===== src/rtl/core/tccc_pkg.sv =====
// ----------------------------------------------------------------------------
// tccc_pkg
// shared types and constants of the text console cursor controller
// ----------------------------------------------------------------------------
`default_nettype none

package tccc_pkg;

    // console control bytes
    localparam logic [7:0] CHAR_TAB = 8'd9;
    localparam logic [7:0] CHAR_LF  = 8'd10;
    localparam logic [7:0] CHAR_CR  = 8'd13;

    // tab stop spacing
    localparam logic [8:0] TAB_STEP = 9'd8;

    // configuration register indexes
    localparam logic [1:0] CFG_COLUMNS = 2'd0;
    localparam logic [1:0] CFG_ROWS    = 2'd1;
    localparam logic [1:0] CFG_BACKBUF = 2'd2;

    // configuration reset values
    localparam logic [8:0] COLUMNS_RESET = 9'd80;
    localparam logic [7:0] ROWS_RESET    = 8'd30;

    // result slots per input word: draw, scroll, copy
    localparam int SLOTS     = 3;
    localparam int SLOT_DRAW = 0;
    localparam int SLOT_SCRL = 1;
    localparam int SLOT_COPY = 2;

    typedef enum logic [1:0] {
        ACT_DRAW  = 2'd0,
        ACT_CLEAR = 2'd1,
        ACT_SHIFT = 2'd2,
        ACT_COPY  = 2'd3
    } t_action;

    typedef struct packed {
        logic [8:0] columns;
        logic [7:0] rows;
        logic       use_back_buffer;
    } t_cfg;

    typedef struct packed {
        logic [7:0] col;
        logic [6:0] row;
        logic [6:0] ring_start;
        logic [7:0] dirty_first;
        logic [7:0] dirty_end;
    } t_cur_state;

    typedef struct packed {
        t_action    action;
        logic [7:0] glyph_code;
        logic [7:0] cell_column;
        logic [6:0] buffer_row;
        logic [7:0] copy_first;
        logic [7:0] copy_end;
        logic [6:0] ring_first;
    } t_result;

    typedef struct packed {
        logic [SLOTS-1:0]          valid;
        t_result [SLOTS-1:0]       slot;
    } t_bundle;

endpackage

`default_nettype wire


===== src/rtl/core/text_console_cursor_controller_top.sv =====
// ----------------------------------------------------------------------------
// text_console_cursor_controller_top
// cursor, scroll and dirty-row tracking for a text console byte stream
// ----------------------------------------------------------------------------
// usage:
//   console bytes enter on the s_axis channel, one byte per word, with tlast
//   set on the last byte of a write. each byte yields zero to three command
//   words on m_axis, in the order draw, clear-or-shift, copy; tuser carries
//   the command kind and tlast marks the final word of a byte.
//   geometry and mode come from the plain write port (index 0 columns,
//   1 rows, 2 back-buffer enable); write it only while the block is idle.
// flow:
//   a byte passes the input register and is then decoded into the result
//   register, which offers its first word; that load waits until the result
//   register is empty or is sending its last pending word. the result
//   register sends one word per cycle while m_axis_tready is high, so bytes
//   with a single word or none stream at one per cycle while the command
//   stream does not stall.
// reset:
//   cursor, ring start and dirty range clear, registers take 80 columns,
//   30 rows and back-buffer mode; no pending words remain.
// stall:
//   while m_axis_tready is low the result register holds and the input
//   register fills, after which s_axis_tready drops.
// ----------------------------------------------------------------------------
`default_nettype none

module text_console_cursor_controller_top
    import tccc_pkg::*;
#(
    parameter int MAX_COLUMNS = 256,
    parameter int MAX_ROWS    = 128
) (
    input  logic        i_clk,
    input  logic        i_rst_n,
    // configuration write port
    input  logic        i_cfg_we,
    input  logic [1:0]  i_cfg_idx,
    input  logic [8:0]  i_cfg_data,
    // console byte stream
    input  logic        s_axis_tvalid,
    output logic        s_axis_tready,
    input  logic [7:0]  s_axis_tdata,   // char_code
    input  logic        s_axis_tlast,   // end_of_write
    // command stream
    output logic        m_axis_tvalid,
    input  logic        m_axis_tready,
    // glyph_code, cell_column, buffer_row, copy_first, copy_end, ring_first, pad
    output logic [47:0] m_axis_tdata,
    output logic [1:0]  m_axis_tuser,   // action
    output logic        m_axis_tlast    // last
);

    t_cfg       r_cfg;
    logic       r_in_valid;
    logic [7:0] r_in_char;
    logic       r_in_eow;
    t_cur_state r_state;
    t_cur_state n_state;
    t_bundle    bundle;
    t_result    res;
    logic       load_ready;
    logic       load;

    // configuration registers, unknown indexes dropped
    always_ff @(posedge i_clk) begin
        if (!i_rst_n) begin
            r_cfg.columns         <= COLUMNS_RESET;
            r_cfg.rows            <= ROWS_RESET;
            r_cfg.use_back_buffer <= 1'b1;
        end else if (i_cfg_we) begin
            case (i_cfg_idx)
                CFG_COLUMNS: r_cfg.columns         <= i_cfg_data;
                CFG_ROWS:    r_cfg.rows            <= i_cfg_data[7:0];
                CFG_BACKBUF: r_cfg.use_back_buffer <= i_cfg_data[0];
                default: begin
                end
            endcase
        end
    end

    // input register: refills when empty or whenever its word moves on
    assign load          = r_in_valid && load_ready;
    assign s_axis_tready = !r_in_valid || load_ready;

    always_ff @(posedge i_clk) begin
        if (!i_rst_n) begin
            r_in_valid <= 1'b0;
        end else if (s_axis_tready) begin
            r_in_valid <= s_axis_tvalid;
        end
    end

    always_ff @(posedge i_clk) begin
        if (s_axis_tvalid && s_axis_tready) begin
            r_in_char <= s_axis_tdata;
            r_in_eow  <= s_axis_tlast;
        end
    end

    // cursor state advances as a byte is decoded into the result register
    tccc_step #(
        .MAX_COLUMNS (MAX_COLUMNS),
        .MAX_ROWS    (MAX_ROWS)
    ) u_step (
        .i_cfg          (r_cfg),
        .i_char_code    (r_in_char),
        .i_end_of_write (r_in_eow),
        .i_state        (r_state),
        .o_state        (n_state),
        .o_bundle       (bundle)
    );

    always_ff @(posedge i_clk) begin
        if (!i_rst_n) begin
            r_state <= '0;
        end else if (load) begin
            r_state <= n_state;
        end
    end

    tccc_outq u_outq (
        .i_clk        (i_clk),
        .i_rst_n      (i_rst_n),
        .i_load       (load),
        .i_bundle     (bundle),
        .o_load_ready (load_ready),
        .o_valid      (m_axis_tvalid),
        .i_ready      (m_axis_tready),
        .o_res        (res),
        .o_last       (m_axis_tlast)
    );

    assign m_axis_tuser = res.action;
    assign m_axis_tdata = {2'b00, res.ring_first, res.copy_end, res.copy_first,
                           res.buffer_row, res.cell_column, res.glyph_code};

endmodule

`default_nettype wire


===== src/rtl/core/tccc_step.sv =====
// ----------------------------------------------------------------------------
// tccc_step
// one console byte: next cursor state and the result words it causes
// ----------------------------------------------------------------------------
`default_nettype none

module tccc_step
    import tccc_pkg::*;
#(
    parameter int MAX_COLUMNS = 256,
    parameter int MAX_ROWS    = 128
) (
    input  t_cfg       i_cfg,
    input  logic [7:0] i_char_code,
    input  logic       i_end_of_write,
    input  t_cur_state i_state,
    output t_cur_state o_state,
    output t_bundle    o_bundle
);

    logic [8:0] ncols;
    logic [7:0] nrows;
    logic [7:0] col_last;
    logic [6:0] row_last;
    logic [7:0] col0;
    logic [6:0] row0;
    logic [6:0] rs0;
    logic [7:0] de0;
    logic [7:0] row_inc;
    logic [7:0] rs_inc;
    logic [6:0] rs_next;
    logic [7:0] brow_sum;
    logic [6:0] brow;
    logic [8:0] col_inc;
    logic [8:0] tab9;
    logic [7:0] tab_col;
    logic       bb;
    logic       nl;
    t_cur_state n;
    t_bundle    b;

    assign bb = i_cfg.use_back_buffer;

    // geometry clamped to the supported range
    assign ncols = (i_cfg.columns == 9'd0) ? 9'd1 :
                   (i_cfg.columns > 9'(MAX_COLUMNS)) ? 9'(MAX_COLUMNS) : i_cfg.columns;
    assign nrows = (i_cfg.rows == 8'd0) ? 8'd1 :
                   (i_cfg.rows > 8'(MAX_ROWS)) ? 8'(MAX_ROWS) : i_cfg.rows;
    assign col_last = 8'(ncols - 9'd1);
    assign row_last = 7'(nrows - 8'd1);

    // state pulled back inside a shrunk geometry
    assign col0 = ({1'b0, i_state.col} >= ncols) ? col_last : i_state.col;
    assign row0 = ({1'b0, i_state.row} >= nrows) ? row_last : i_state.row;
    assign rs0  = ({1'b0, i_state.ring_start} >= nrows) ? 7'd0 : i_state.ring_start;
    assign de0  = (i_state.dirty_end > nrows) ? nrows : i_state.dirty_end;

    assign row_inc  = {1'b0, row0} + 8'd1;
    assign rs_inc   = {1'b0, rs0} + 8'd1;
    assign rs_next  = (rs_inc >= nrows) ? 7'd0 : 7'(rs_inc);
    assign brow_sum = {1'b0, row0} + {1'b0, rs0};
    assign brow     = !bb ? row0 :
                      (brow_sum >= nrows) ? 7'(brow_sum - nrows) : 7'(brow_sum);
    assign col_inc  = {1'b0, col0} + 9'd1;
    assign tab9     = {1'b0, col0[7:3], 3'b000} + TAB_STEP;
    assign tab_col  = (tab9 >= ncols) ? col_last : 8'(tab9);

    always_comb begin
        n = '{col: col0, row: row0, ring_start: rs0,
              dirty_first: i_state.dirty_first, dirty_end: de0};
        b  = '0;
        nl = 1'b0;

        case (i_char_code)
            CHAR_CR: begin
            end
            CHAR_LF: begin
                nl = 1'b1;
            end
            CHAR_TAB: begin
                n.col = tab_col;
            end
            default: begin
                b.valid[SLOT_DRAW]            = 1'b1;
                b.slot[SLOT_DRAW].action      = ACT_DRAW;
                b.slot[SLOT_DRAW].glyph_code  = i_char_code;
                b.slot[SLOT_DRAW].cell_column = col0;
                b.slot[SLOT_DRAW].buffer_row  = brow;
                // extend dirty range to the cursor row
                if (de0 <= i_state.dirty_first) begin
                    n.dirty_first = {1'b0, row0};
                    n.dirty_end   = row_inc;
                end else begin
                    if (i_state.dirty_first > {1'b0, row0}) n.dirty_first = {1'b0, row0};
                    if (de0 <= {1'b0, row0}) n.dirty_end = row_inc;
                end
                if (col_inc >= ncols) nl = 1'b1;
                else n.col = 8'(col_inc);
            end
        endcase

        if (nl) begin
            n.col = 8'd0;
            if (row_inc >= nrows) begin
                b.valid[SLOT_SCRL] = 1'b1;
                if (bb) begin
                    b.slot[SLOT_SCRL].action     = ACT_CLEAR;
                    b.slot[SLOT_SCRL].buffer_row = rs0;
                    n.ring_start  = rs_next;
                    n.dirty_first = 8'd0;
                    n.dirty_end   = nrows;
                end else begin
                    b.slot[SLOT_SCRL].action = ACT_SHIFT;
                end
            end else begin
                n.row = 7'(row_inc);
            end
        end

        if (i_end_of_write) begin
            if (bb && (n.dirty_end > n.dirty_first)) begin
                b.valid[SLOT_COPY]           = 1'b1;
                b.slot[SLOT_COPY].action     = ACT_COPY;
                b.slot[SLOT_COPY].copy_first = n.dirty_first;
                b.slot[SLOT_COPY].copy_end   = n.dirty_end;
                b.slot[SLOT_COPY].ring_first = n.ring_start;
            end
            n.dirty_first = 8'd0;
            n.dirty_end   = 8'd0;
        end
    end

    assign o_state  = n;
    assign o_bundle = b;

endmodule

`default_nettype wire


===== src/rtl/core/tccc_outq.sv =====
// ----------------------------------------------------------------------------
// tccc_outq
// result register holding the words of one item, sent one per handshake
// ----------------------------------------------------------------------------
`default_nettype none

module tccc_outq
    import tccc_pkg::*;
(
    input  logic    i_clk,
    input  logic    i_rst_n,
    input  logic    i_load,
    input  t_bundle i_bundle,
    output logic    o_load_ready,
    output logic    o_valid,
    input  logic    i_ready,
    output t_result o_res,
    output logic    o_last
);

    logic [SLOTS-1:0]    r_valid;
    t_result [SLOTS-1:0] r_slot;
    logic [SLOTS-1:0]    sel_hot;
    logic [SLOTS-1:0]    others;
    logic [SLOTS-1:0]    n_valid;
    logic [1:0]          sel;
    logic                take;

    // lowest pending slot goes first
    always_comb begin
        if (r_valid[SLOT_DRAW])      sel = 2'(SLOT_DRAW);
        else if (r_valid[SLOT_SCRL]) sel = 2'(SLOT_SCRL);
        else                         sel = 2'(SLOT_COPY);
    end

    assign sel_hot      = SLOTS'(1) << sel;
    assign others       = r_valid & ~sel_hot;
    assign o_valid      = |r_valid;
    assign o_res        = r_slot[sel];
    assign o_last       = (others == '0);
    assign take         = o_valid && i_ready;
    assign n_valid      = take ? others : r_valid;
    assign o_load_ready = (n_valid == '0);

    always_ff @(posedge i_clk) begin
        if (!i_rst_n) begin
            r_valid <= '0;
        end else if (i_load) begin
            r_valid <= i_bundle.valid;
        end else begin
            r_valid <= n_valid;
        end
    end

    always_ff @(posedge i_clk) begin
        if (i_load) begin
            r_slot <= i_bundle.slot;
        end
    end

endmodule

`default_nettype wire


===== config.mk =====
export PLATFORM = sky130hd
export DESIGN_NAME = text_console_cursor_controller_top
export DESIGN_NICKNAME = d
export VERILOG_FILES = /design/src/rtl/core/tccc_pkg.sv /design/src/rtl/core/text_console_cursor_controller_top.sv /design/src/rtl/core/tccc_step.sv /design/src/rtl/core/tccc_outq.sv
export SDC_FILE = /design/constraint.sdc
export NUM_CORES = 1
export LEC_CHECK = 0
export ABC_AREA = 1
export ABC_CLOCK_PERIOD_IN_PS = 11000
export BUFFER_PORTS_ARGS = -buffer_cell sky130_fd_sc_hd__buf_2
export CORE_ASPECT_RATIO = 2
export CORE_MARGIN = 4
export CORE_UTILIZATION = 35
export CTS_CLUSTER_DIAMETER = 50
export DETAILED_ROUTE_END_ITERATION = 12
export PLACE_DENSITY = 0.48
export SYNTH_ARGS = -nofsm -noshare
export SYNTH_HDL_FRONTEND = slang
export SYNTH_SLANG_ARGS = --single-unit

===== constraint.sdc =====
create_clock -name i_clk -period 11 [get_ports i_clk]
set_input_delay 2.2 -clock i_clk [delete_from_list [all_inputs] [get_ports i_clk]]
set_output_delay 2.2 -clock i_clk [all_outputs]
set_load 0.02 [all_outputs]

==> out/results.txt, run 1 <==
The region available for standard cell placement spans 28190 um^2. Of all nets on the critical path, the largest fanout is 33. For this run, global-route usage on met1 was measured as 19.03%. By startpoint and endpoint, the worst setup path is classified as reg -> reg. After layout, the minimum clock period comes to 7369 ps. The mapped cell area was 9981 um^2; the remaining number of nets flagged by the antenna check after routing was 0.

The tools report the via count of the first global-routing pass as 9323. The clock latency on the worst-skew pair was 440 ps; the slew at the pin closest to its max-slew limit was 1193 ps. The first global-routing pass estimated 51.12 mm of wire. The master of the slowest instance on the critical path was sky130_fd_sc_hd__nand3_1.

The synthesized design devotes to its leading area cell type 19.56% of total area. The tree built by TritonCTS fans out to 125 sinks. Input and output buffers added on the ports amount to 75.

Sorting the synthesized cells by how often they occur yields 299 x sky130_fd_sc_hd__nand2_1, 198 x sky130_fd_sc_hd__inv_1, 154 x sky130_fd_sc_hd__nor2_1. The final design instance area without fill is 11230 um^2. The worst hold path belongs to the class reg -> reg.

The number of top-level pins is 78, and the vertical die dimension is 246.8 um. Based on the critical path, the design can be clocked at up to 135.7 MHz. The detail-routed net length per standard cell is 18.31 um, and the number of post-CTS setup repair buffers is 0. The tool flagged a number of max-cap violations equal to 0.

The growth of design area from synthesis to finish was 12.49%; the total congestion overflow after global routing was 0. After detailed routing, the number of remaining DRC violations is 0. Once detailed placement completed, the half-perimeter wirelength came to 26.61 mm. For the worst setup path, the data required time is 11250 ps. For this run, the slowest stage of the critical path takes 660 ps.

Category of the worst setup path capture point: a register. The number of distinct library cell variants in the gate-level netlist after synthesis is 55, and the initial core utilization is 35.40%. Entering global routing, the biggest net connects 68 pins.

STA puts the critical path data arrival time at 7620 ps. Using the TritonRoute via totals, the vias-per-cell ratio works out to 5.097. The synthesized design contains 125 register bits.

In the final design database the tool counted 1583 nets. TritonCTS built the clock tree. The antenna diode count was 0. The logs give 9246 for the number of vias after detailed routing and 33.21 mm for the total wire length. The run gives 20.15% as the tightest slew margin relative to the limit. In the final timing run, aggregate negative setup slack is 0 ps.

The kind of start point of the critical path is a register. The commonest register cell after synthesis was sky130_fd_sc_hd__edfxtp_1. Setup repair after global routing left no endpoint under its margin. For this design the static power due to leakage is 5.524 nW. sky130_fd_sc_hd__nand2_1 is the most common cell in the netlist. The cell area power density was 293.6 nW/um^2; the floorplan row count was 87. Hold violation count in the final report: 0.

Yosys attributes the largest share of cell area to sky130_fd_sc_hd__edfxtp_1 20%, sky130_fd_sc_hd__ha_1 14%, sky130_fd_sc_hd__dfxtp_1 12%. For this run, the share of the core covered by cells in the final layout is 39.82%. In this design, the critical path's most frequently occurring cell is sky130_fd_sc_hd__nand2_1. From left edge to right edge, the die measures 127.4 um. The clock input transition at the sequential cells of the worst setup and hold paths is 60 ps, and the die area is 31450 um^2. The worst-case vdd ir drop was 0.3128 mV. The number of standard cells in the layout, taps in and fillers out is 1814. Across the routed clock network, the largest skew measured is 10.05 ps. The portion of the post-synthesis area used by sequential elements was 31.59%. In the synthesized netlist the async set-or-reset flop fraction comes to 0%. In this run, post-CTS hold repair placed 0 buffers. The buffer type at the clock tree root is sky130_fd_sc_hd__clkbuf_16. The H-tree was split into 4 levels. The run gives 1389 as the instance count of the mapped netlist.

The flow ran to the end, and the final reports show no timing, DRC or antenna violations. The first detailed-routing pass took 5 iterations. The tools report the standard cell area after detailed placement as 10640 um^2. The final cycle utilization of the critical path is 66.99%, and the final setup violation count is 0. In this run, placement finished with an instance count of 1782. In this run, post-CTS repair resized a total of 0 instances. Among cell families on the critical path, the largest total delay comes from simple AND/OR/NAND/NOR gates. sky130_fd_sc_hd__edfxtp_1 takes more of the synthesized area than any other cell. In this run, CTS created clock tree buffers numbering 17.

The buffer depth of the longest clock path is 2. The congestion estimate from routability-driven global placement came to 0.9473. The count of final max-slew check failures came out at 0.

The synthesis warning total is 0. The layer flagged by global routing as most heavily used is met2. A synthesized cell averages 7.186 um^2. The global-route usage over all layers was 21.53%; the combined buffer and inverter count along the critical path was 8. The fraction of layout instances using a drive strength above 1 is 13.37%, and the number of enable-type register cells in the synthesized netlist is 65. The number of antenna violations at the first check in global routing is 0, and the number of DRC markers in iteration 0 is 460. In the global route stage, met3 resource usage came out at 3.372%. For the met2 usage, the log shows 43.57%.
-- worst reg2reg max path, delay by kind of cell, from the launching register on --
family / cells / cell delay, ps
buffers and inverters: 8 / 1070
adders and majority gates: 4 / 1230
AOI/OAI and AO/OA: 7 / 1450
DFF: 1 / 320
xor gates and xnor gates: 1 / 250
and+or+nand+nor: 15 / 2850
-- stage by stage --
stage / power [W] / setup WS [ps] / hold slack (ps)
finish: 0.003297 / 3631 / 449.2
global route: 0.003615 / 2953 / 469.0
CTS: 0.003324 / 3641 / 451.9
detailed placement: 0.002740 / 3701 / 436.1
global placement: 0.002730 / 3763 / 432.2
floorplan: 0.002175 / 5230 / 445.1
-- path summary, 6_finish.rpt --
check             cells after the start                          endpoint                   start  slack, ps
setup / recovery                     35  u_outq.r_slot[106]$_SDFFCE_PN0P_  r_cfg[17]$_SDFFE_PN0P_       3630
hold / removal                        0   u_outq.r_slot[42]$_SDFFCE_PN0P_  r_in_char[4]$_DFFE_PP_        450
setup reg to reg                     35  u_outq.r_slot[106]$_SDFFCE_PN0P_  r_cfg[17]$_SDFFE_PN0P_       3630
hold reg to reg                       0   u_outq.r_slot[42]$_SDFFCE_PN0P_  r_in_char[4]$_DFFE_PP_        450
-- routing by layer --
layer  share of wire (%)  up-vias  routed length (um)
li1                    -     4664                   -
met1                  33     4280               10900
met2                  58      213               19210
met3                 2.8       89                 939
met4                 6.5        0                2168
met5                   0        -                   0
-- sequential cells by signal, indices dropped and copies added, names as in the netlist --
signal and flops:
u_outq.r_slot 56, u_outq.r_valid 3, r_in_eow 1, r_in_valid 1, r_state 38, r_in_char 8
r_cfg 18
-- cell usage in the layout (no fill, tap or decap), types with 6 or more instances in the layout --
cell type	Yosys	final
sky130_fd_sc_hd__a21oi_1	109	109
sky130_fd_sc_hd__inv_6	0	6
sky130_fd_sc_hd__ha_1	111	111
sky130_fd_sc_hd__nand2_2	23	23
sky130_fd_sc_hd__nand3_1	80	80
sky130_fd_sc_hd__o21ai_1	14	14
sky130_fd_sc_hd__o211ai_1	6	6
sky130_fd_sc_hd__dfxtp_1	60	60
sky130_fd_sc_hd__edfxtp_1	65	65
sky130_fd_sc_hd__nand3_2	7	7
sky130_fd_sc_hd__clkbuf_16	0	17
sky130_fd_sc_hd__nor3_1	14	14
sky130_fd_sc_hd__a211oi_1	6	6
sky130_fd_sc_hd__xor2_1	19	19
sky130_fd_sc_hd__inv_2	11	11
sky130_fd_sc_hd__a22o_1	7	7
sky130_fd_sc_hd__nand4_1	24	24
sky130_fd_sc_hd__buf_2	4	75
sky130_fd_sc_hd__o21ai_0	57	57
sky130_fd_sc_hd__nor2_2	10	10
sky130_fd_sc_hd__nand2_1	299	299
sky130_fd_sc_hd__buf_4	3	7
sky130_fd_sc_hd__nor2_1	154	153
sky130_fd_sc_hd__inv_1	198	198
sky130_fd_sc_hd__nor2_4	5	6
-- logic make-up (layout without fill, tap and decap cells) --
family          count (synthesis)  after routing  share of synthesized area (%)
flops                         125            125                          31.59
xor+xnor                       24             24                          2.106
compound gates                231            231                          13.34
other cells                     1              2                        0.03757
fa+ha+maj                     113            113                          14.32
buf+inv                       258            326                          10.28
simple gates                  637            637                          28.33
-- power breakdown --
part | leakage (nW) | internal (W) | total (W) | switching (W)
Clock | 0.283 | 0.000338 | 0.000568 | 0.000231
Sequential | 1.11 | 0.000608 | 0.000646 | 0.0000384
Combinational | 4.13 | 0.000646 | 0.00208 | 0.00144
-- final cells by class --
| class | count | area (um^2) |
|---|---|---|
| fillers | 2998 | 16970 |
| multi-input cells | 1007 | 5813 |
| flip-flops and latches | 125 | 3153 |
| inverters | 212 | 799.5 |
| well taps | 356 | 445.4 |
| clock buffers | 18 | 429.2 |
| repair buffers | 82 | 427.9 |
| clock inverters | 14 | 158.9 |
Power figures use the tool's default switching activity.
==> run 2: changes to the inputs <==
--- a/config.mk
+++ b/config.mk
@@ -6,7 +6,7 @@
 export NUM_CORES = 1
 export LEC_CHECK = 0
 export ABC_AREA = 1
-export ABC_CLOCK_PERIOD_IN_PS = 11000
+export ABC_CLOCK_PERIOD_IN_PS = 7300
 export BUFFER_PORTS_ARGS = -buffer_cell sky130_fd_sc_hd__buf_2
 export CORE_ASPECT_RATIO = 2
 export CORE_MARGIN = 4
==> constraint.sdc (replaced) <==
create_clock -name i_clk -period 7.3 [get_ports i_clk]
set_input_delay 1.46 -clock i_clk [delete_from_list [all_inputs] [get_ports i_clk]]
set_output_delay 1.46 -clock i_clk [all_outputs]
set_load 0.02 [all_outputs]
==> run 2 against run 1 <==
Clock power increased by 58%. Total power increased by 56%. Clock skew increased by 3.8 ps. Count of clock-buffer cells in the layout did not move. Hold slack improved by 3.9 ps.
==> out/results.txt, run 2 (synthesis gave the netlist of run 1 again) <==
Final design instance area without fill: 11330 um^2 (+0.90%). Flip-flop count of the largest register, all copies and words added: 56 (unchanged). The tools report the die area as 31450 um^2 (unchanged). The logs give 0.005141 W (+56%) for the total power after layout and 5.584 nW (+1.1%) for the reported leakage power. The first-pass iteration count of the detailed router was 5 (unchanged).

The vertical die dimension was 246.8 um (unchanged); the growth of design area from synthesis to finish was 13.50%. Count of final max-slew check failures: 0 (unchanged). The tools report the number of post-CTS setup repair buffers as 0 (unchanged).

The number of port buffers was 75 (unchanged); the clock latency on the worst-skew pair was 440 ps (about the same). The arrival time of data at the critical path endpoint is 6900 ps (-720 ps). The number of top-level pins was 78 (unchanged).

In this run the worst hold path is classified as reg -> reg. The final worst clock skew was 13.83 ps (+3.787 ps); the maximum fanout along the worst path was 33 (unchanged). The logs give 34.44 mm (+3.7%) for the total wire length and 9441 (+2.1%) for the number of vias after detailed routing. The hold violation count in the final report is 0 (unchanged). Total congestion overflow after global routing: 0 (unchanged). The data required time of the critical path is 7600 ps (-3650 ps), and the post-place setup slack is 678.2 ps (-3023 ps). The fmax came out at 151.6 MHz (+12%). The tools report the antenna diode count as 0 (unchanged). The number of vias per cell after detailed routing is 5.179 (+1.6%). The tools report the buffer depth of the longest clock path as 2 (unchanged).

The category of the worst setup path capture point is a register. The switching power summed over all nets is 0.002662 W (+56%), and the final setup violation count is 0 (unchanged). The largest registers in the layout are u_outq.r_slot x56, r_state x38, r_cfg x18.

The standard cell area after detailed placement is 10710 um^2 (+0.63%). The slew at the pin closest to its max-slew limit is 1215 ps (+21.62 ps). The slowest stage of the critical path is the sky130_fd_sc_hd__ha_1 cell.

Setup repair after global routing left no endpoint under its margin. The relative contribution of combinational cells to total power is 63.6% (+0.4 points). The clock input transition at the sequential cells of the worst setup and hold paths was 60 ps (about the same). Net switching fraction of the power: 51.77% (+0.053 points).

The buffer type at the clock tree root was sky130_fd_sc_hd__clkbuf_16. The remaining number of nets flagged by the antenna check after routing was 0 (unchanged); the critical path's largest stage delay was 380 ps (-280 ps). The maximum number of pins on one net before global-route repair came out at 68 (unchanged). The flow ran to the end, and the final reports show no timing, DRC or antenna violations. The tools report the total number of H-tree levels as 4 (unchanged). Leaving out fill and tap cells, the most frequent cells in the layout are 299 x sky130_fd_sc_hd__nand2_1, 198 x sky130_fd_sc_hd__inv_1, 153 x sky130_fd_sc_hd__nor2_1. The tools report the net count reported at finish as 1592 (+0.57%). The worst setup path is of the reg -> reg kind. The via count of the first global-routing pass was 9471 (+1.6%); the tightest slew margin relative to the limit was 18.70% (-1.4 points). The run gives 0.9421 (-0.55%) as the placer's final routability congestion estimate. The sequential cell fraction of total power was 19.0% (-0.6 points). Initial core utilization: 35.40% (unchanged). The floorplan row count is 87 (unchanged). The final cycle utilization of the critical path works out to 90.37% (+23 points). For the clock net sink count, the log shows 125 (unchanged).

The cell area power density is 453.8 nW/um^2 (+55%). The critical path's most frequent cell is sky130_fd_sc_hd__nand2_1. For the part of the total power dissipated in the clock network, the log shows 17.4% (+0.2 points). The die width was 127.4 um (unchanged). The tools report the setup slack after layout as 703.3 ps (-2928 ps). STA classifies the critical path startpoint as a register. The number of antenna violations at the first check in global routing is 0 (unchanged). The detailed-placement wirelength estimate is 27.72 mm (+4.2%), and the core box area is 28190 um^2 (unchanged). The library cell used most frequently in the layout, excluding fill and tap cells, is sky130_fd_sc_hd__nand2_1. The logs give 0 (unchanged) for the final routed DRC violation total and 499 (+8.5%) for the number of DRC markers in iteration 0. TritonCTS built the clock tree. The global-route wire length before repair came out at 52.79 mm (+3.3%). The global-route usage over all layers is 22.40% (+0.87 points). For the clock buffer count from CTS, the log shows 17 (unchanged). The max-capacitance violation count is 0 (unchanged), and the worst-case vdd ir drop is 0.5960 mV (+91%). The layout filler cell count is 3031 (+1.1%), and the fraction of layout instances using a drive strength above 1 is 13.91% (+0.53 points).

Detail-routed net length per standard cell: 18.89 um (+3.2%). The internal power contribution was 0.002479 W (+56%); the time the worst path needs with I/O delays and setup was 6597 ps (-772.3 ps). The aggregate negative setup slack came out at 0 ps (unchanged).

Largest register by flop count: u_outq.r_slot.
run 2: cell types whose count changed in the layout (fill, tap and decap cells not counted), sizes merged:
cell      delta
clkinv       +1
bufinv       +1
clkinvlp     -1
buf          +9
inv          -1
run 2: layer usage:
layer / vias up / share of wire [%] / GRT usage [%]
met1: 4404 / 32 / 19.66
met4: 0 / 9.0 / 17.88
met5: - / 0 / 0
li1: 4699 / - / -
met2: 219 / 56 / 43.84
met3: 119 / 2.8 / 3.005
run 2: critical path: cells and delay by family, from the launching register on:
kind / cells / cell delay [ps]
fa+ha+maj: 4 / 1220
compound gates: 7 / 1270
buf+inv: 8 / 1170
flops: 1 / 330
simple gates: 19 / 2440
run 2: timing repair:
item / in CTS / in global routing
hold buffers: 0 / 0
setup endpoints to repair: 0 / 1
resized for setup: 0 / 1
run 2: cell type report:
cell class                      count  area, um^2  share of cell area (%)
Clock inverter                     14       183.9                   1.624
Sequential cell                   125        3153                   27.83
Inverter                          212       799.5                   7.058
Tap cell                          356       445.4                   3.932
Clock buffer                       18       429.2                   3.788
Timing Repair Buffer               91       495.5                   4.374
Multi-Input combinational cell   1007        5822                   51.39
run 2: power by group through the flow:
stage                     Combinational (W)  Sequential (W)  Clock, W
after floorplan                     0.00231        0.000964         0
after global placement              0.00325        0.000992         0
after detailed placement            0.00326        0.000991         0
after CTS                           0.00327        0.000977  0.000913
after global routing                0.00368        0.000988  0.000943
final                               0.00327        0.000977  0.000895
run 2: through the flow:
| step | util [%] | instances | hold WS, ps |
|---|---|---|---|
| global route | 40.18 | 1823 | 466.9 |
| detailed placement | 37.98 | 1791 | 438.0 |
| floorplan | - | 1390 | 445.1 |
| global placement | 37.98 | 1791 | 431.5 |
| CTS | 40.15 | 1823 | 453.7 |
| finish | 40.18 | 1823 | 453.1 |
run 2: final timing paths:
kind / from / cells after the start / slack [ps] / endpoint
worst min-delay path: r_in_char[5]$_DFFE_PP_ / 0 / 450 / u_outq.r_slot[43]$_SDFFCE_PN0P_
worst min register to register: r_in_char[5]$_DFFE_PP_ / 0 / 450 / u_outq.r_slot[43]$_SDFFCE_PN0P_
worst max register to register: r_cfg[17]$_SDFFE_PN0P_ / 38 / 700 / u_outq.r_valid[2]$_SDFF_PN0_
worst max-delay path: r_cfg[17]$_SDFFE_PN0P_ / 38 / 700 / u_outq.r_valid[2]$_SDFF_PN0_
==> run 3: changes to the inputs <==
--- a/config.mk
+++ b/config.mk
@@ -6,14 +6,14 @@
 export NUM_CORES = 1
 export LEC_CHECK = 0
 export ABC_AREA = 1
-export ABC_CLOCK_PERIOD_IN_PS = 7300
+export ABC_CLOCK_PERIOD_IN_PS = 8510
 export BUFFER_PORTS_ARGS = -buffer_cell sky130_fd_sc_hd__buf_2
 export CORE_ASPECT_RATIO = 2
 export CORE_MARGIN = 4
-export CORE_UTILIZATION = 35
+export CORE_UTILIZATION = 50
 export CTS_CLUSTER_DIAMETER = 50
 export DETAILED_ROUTE_END_ITERATION = 12
-export PLACE_DENSITY = 0.48
+export PLACE_DENSITY = 0.65
 export SYNTH_ARGS = -nofsm -noshare
 export SYNTH_HDL_FRONTEND = slang
 export SYNTH_SLANG_ARGS = --single-unit
==> constraint.sdc (replaced) <==
create_clock -name i_clk -period 8.51 [get_ports i_clk]
set_input_delay 1.702 -clock i_clk [delete_from_list [all_inputs] [get_ports i_clk]]
set_output_delay 1.702 -clock i_clk [all_outputs]
set_load 0.02 [all_outputs]
==> run 3 against run 2 <==
Hold slack got worse by 5.1 ps. Global-route usage increased by 5.7 points. Combinational power decreased by 20%. First-iteration DRC count shrank 2.6%. Largest cell class unchanged. Sequential power shrank 15%. Critical path depth decreased by 2.
==> out/results.txt, run 3 (synthesis gave the netlist of run 1 again) <==
The logic depth of the worst register-to-register path is 36 (-5.3%), and the maximum number of pins on one net before global-route repair is 68 (unchanged). The tools report the tightest slew margin relative to the limit as 27.85% (+9.2 points). Largest register by flop count: u_outq.r_slot. The logs give 72 (-17%) for the floorplan row count and 8760 ps (+1160 ps) for the data required time of the critical path.

The detail-routed net length per standard cell works out to 17.98 um (-4.9%). The number of standard cells in the layout, taps in and fillers out came out at 1718 (-5.8%). The logs give 24.41 mm (-12%) for the detailed-placement wirelength estimate and 10.26 mm (-6.9%) for the routed length on met1. The final worst clock skew was 9.636 ps (-4.198 ps).

Relative to the synthesized area, the layout overhead comes to 11.42%. The die width is 107.9 um (-15%), and the combined area of the multi-input logic cells is 5811 um^2 (-0.19%). The run gives 19460 um^2 (-31%) as the core box area. The final setup violation count is 0 (unchanged). Master of the slowest instance on the critical path: sky130_fd_sc_hd__nand3_1.

The total stage count of the critical path is 36 (-5.3%). Global-route wire length before repair: 48.07 mm (-8.9%). The tools report the layout filler cell count as 1940 (-36%). The maximum fanout along the worst path is 33 (unchanged), and the fraction of layout instances using a drive strength above 1 is 13.37% (-0.54 points).

STA classifies the critical path endpoint as a register. The run gives 17.00 mm (-12%) as the length of routed met2 wiring. For the buffer depth of the longest clock path, the log shows 2 (unchanged). The kind of start point of the critical path was a register. The placer's final routability congestion estimate is 0.9639 (+2.3%).

The fmax came out at 138.9 MHz (-8.4%). The logs give 22420 um^2 (-29%) for the die area and 0 (unchanged) for the remaining number of nets flagged by the antenna check after routing. The run gives 51.29% (+16 points) as the initial core utilization.

In the layout the commonest cells are 299 x sky130_fd_sc_hd__nand2_1, 198 x sky130_fd_sc_hd__inv_1, 154 x sky130_fd_sc_hd__nor2_1. The tools report the hold violation count in the final report as 0 (unchanged). Number of vias after detailed routing: 9393 (-0.51%). The clock input transition at the sequential cells of the worst setup and hold paths is 60 ps (about the same), and the worst-case vdd ir drop is 0.3088 mV (-48%). The critical path is of the reg -> reg type. The run gives 17 (unchanged) as the clock buffer count from CTS. The run gives 0 (unchanged) as the number of cells upsized or downsized after cts.

The number of port buffers is 75 (unchanged). The time the worst path needs with I/O delays and setup is 7201 ps (+604.1 ps), and the number of placed instances with taps included is 1686 (-5.9%). The flip-flop count of the largest register, all copies and words added came out at 56 (unchanged).

The run gives 7450 ps (+550 ps) as the arrival time of data at the critical path endpoint. The tools report the max-capacitance violation count as 0 (unchanged). Total number of H-tree levels: 4 (unchanged).

The run gives 9341 (-1.4%) as the via count of the first global-routing pass. For the clock latency on the worst-skew pair, the log shows 440 ps (about the same). Path class of the lowest-slack min-delay path: reg -> reg. The critical path's largest stage delay came out at 630 ps (+250 ps).

The combined buffer and inverter count along the critical path was 6 (-2); the worst hold path depth was 0 (unchanged). TritonCTS built the clock tree. The total wire length came out at 30.88 mm (-10%).

The final routed DRC violation total is 0 (unchanged). Cell type group with the largest total delay on the critical path: simple AND/OR/NAND/NOR gates. The final cycle utilization of the critical path is 84.62% (-5.7 points), and the total congestion overflow after global routing is 0 (unchanged). The clock net sink count is 125 (unchanged).

The number of DRC markers in iteration 0 is 486 (-2.6%). The reported leakage power is 5.538 nW (-0.83%). Met3 wirelength from detailed routing: 994 um (+4.0%).

The slew at the pin closest to its max-slew limit is 1078 ps (-136.7 ps), and the number of vias per cell after detailed routing is 5.467 (+5.6%). For the first-pass iteration count of the detailed router, the log shows 5 (unchanged). The run gives 0 (unchanged) as the antenna diode count. The net count reported at finish was 1584 (-0.50%); the number of post-CTS setup repair buffers was 0 (unchanged). The run gives 0 (unchanged) as the number of antenna violations at the first check in global routing.

The vertical die dimension was 207.8 um (-16%). The run finished with clean final reports. Global-route usage over all layers: 28.08% (+5.7 points). The library cell used most frequently in the layout, excluding fill and tap cells, is sky130_fd_sc_hd__nand2_1. The highest metal layer carrying signal wires in the routed design is met4.

In this run the clock root is driven by a sky130_fd_sc_hd__clkbuf_16. In the final layout, the registers with the most flip-flops are u_outq.r_slot x56, r_state x38, r_cfg x18. The cell area power density was 378.2 nW/um^2 (-17%); the hold buffer count at CTS was 0 (unchanged). The register area was 3153 um^2 (unchanged); the aggregate negative setup slack was 0 ps (unchanged).

The run gives 0 (unchanged) as the count of final max-slew check failures. Setup repair after global routing left no endpoint under its margin. The run gives 78 (unchanged) as the number of top-level pins. Among the stages of the critical path, the cell type that occurs most often is sky130_fd_sc_hd__nand2_1.
==> run 3: metal layers <==
layer,up-vias,global-route usage [%]
li1,4679,-
met1,4340,25.72
met2,250,53.35
met3,124,3.797
met4,0,21.40
met5,-,0
==> run 3: area by class of cell <==
class	instances	area share, %
Clock inverter	15	1.553
Clock buffer	17	3.825
Multi-Input combinational cell	1007	52.25
Timing Repair Buffer	83	3.915
Tap cell	259	2.914
Sequential cell	125	28.35
Inverter	212	7.189
==> run 3: power breakdown <==
group          internal [W]  leakage (nW)  switching (W)
Clock              0.000441         0.292       0.000315
Combinational      0.000826          4.13        0.00180
Sequential         0.000779          1.12      0.0000472
Total               0.00205          5.54        0.00216
==> run 3: final timing paths <==
kind,start,end,slack (ps)
max,r_cfg[17]$_SDFFE_PN0P_,u_outq.r_slot[101]$_SDFFCE_PN0P_,1310
min,r_in_char[4]$_DFFE_PP_,u_outq.r_slot[42]$_SDFFCE_PN0P_,450
max reg2reg,r_cfg[17]$_SDFFE_PN0P_,u_outq.r_slot[101]$_SDFFCE_PN0P_,1310
min reg2reg,r_in_char[4]$_DFFE_PP_,u_outq.r_slot[42]$_SDFFCE_PN0P_,450
==> run 3: through the flow <==
stage          total power, W  hold WS [ps]  cell area [um^2]  utilization (%)  setup slack (ps)
6_report             0.004206         448.1             11120            57.15              1309
5_1_grt              0.004584         465.7             11120            57.15             432.2
4_1_cts              0.004224         449.7             11120            57.15              1313
3_5_place_dp         0.003459         434.6             10520            54.08              1347
3_3_place_gp         0.003436         430.7             10520            54.08              1599
2_1_floorplan        0.002811         445.1              9985                -              2740
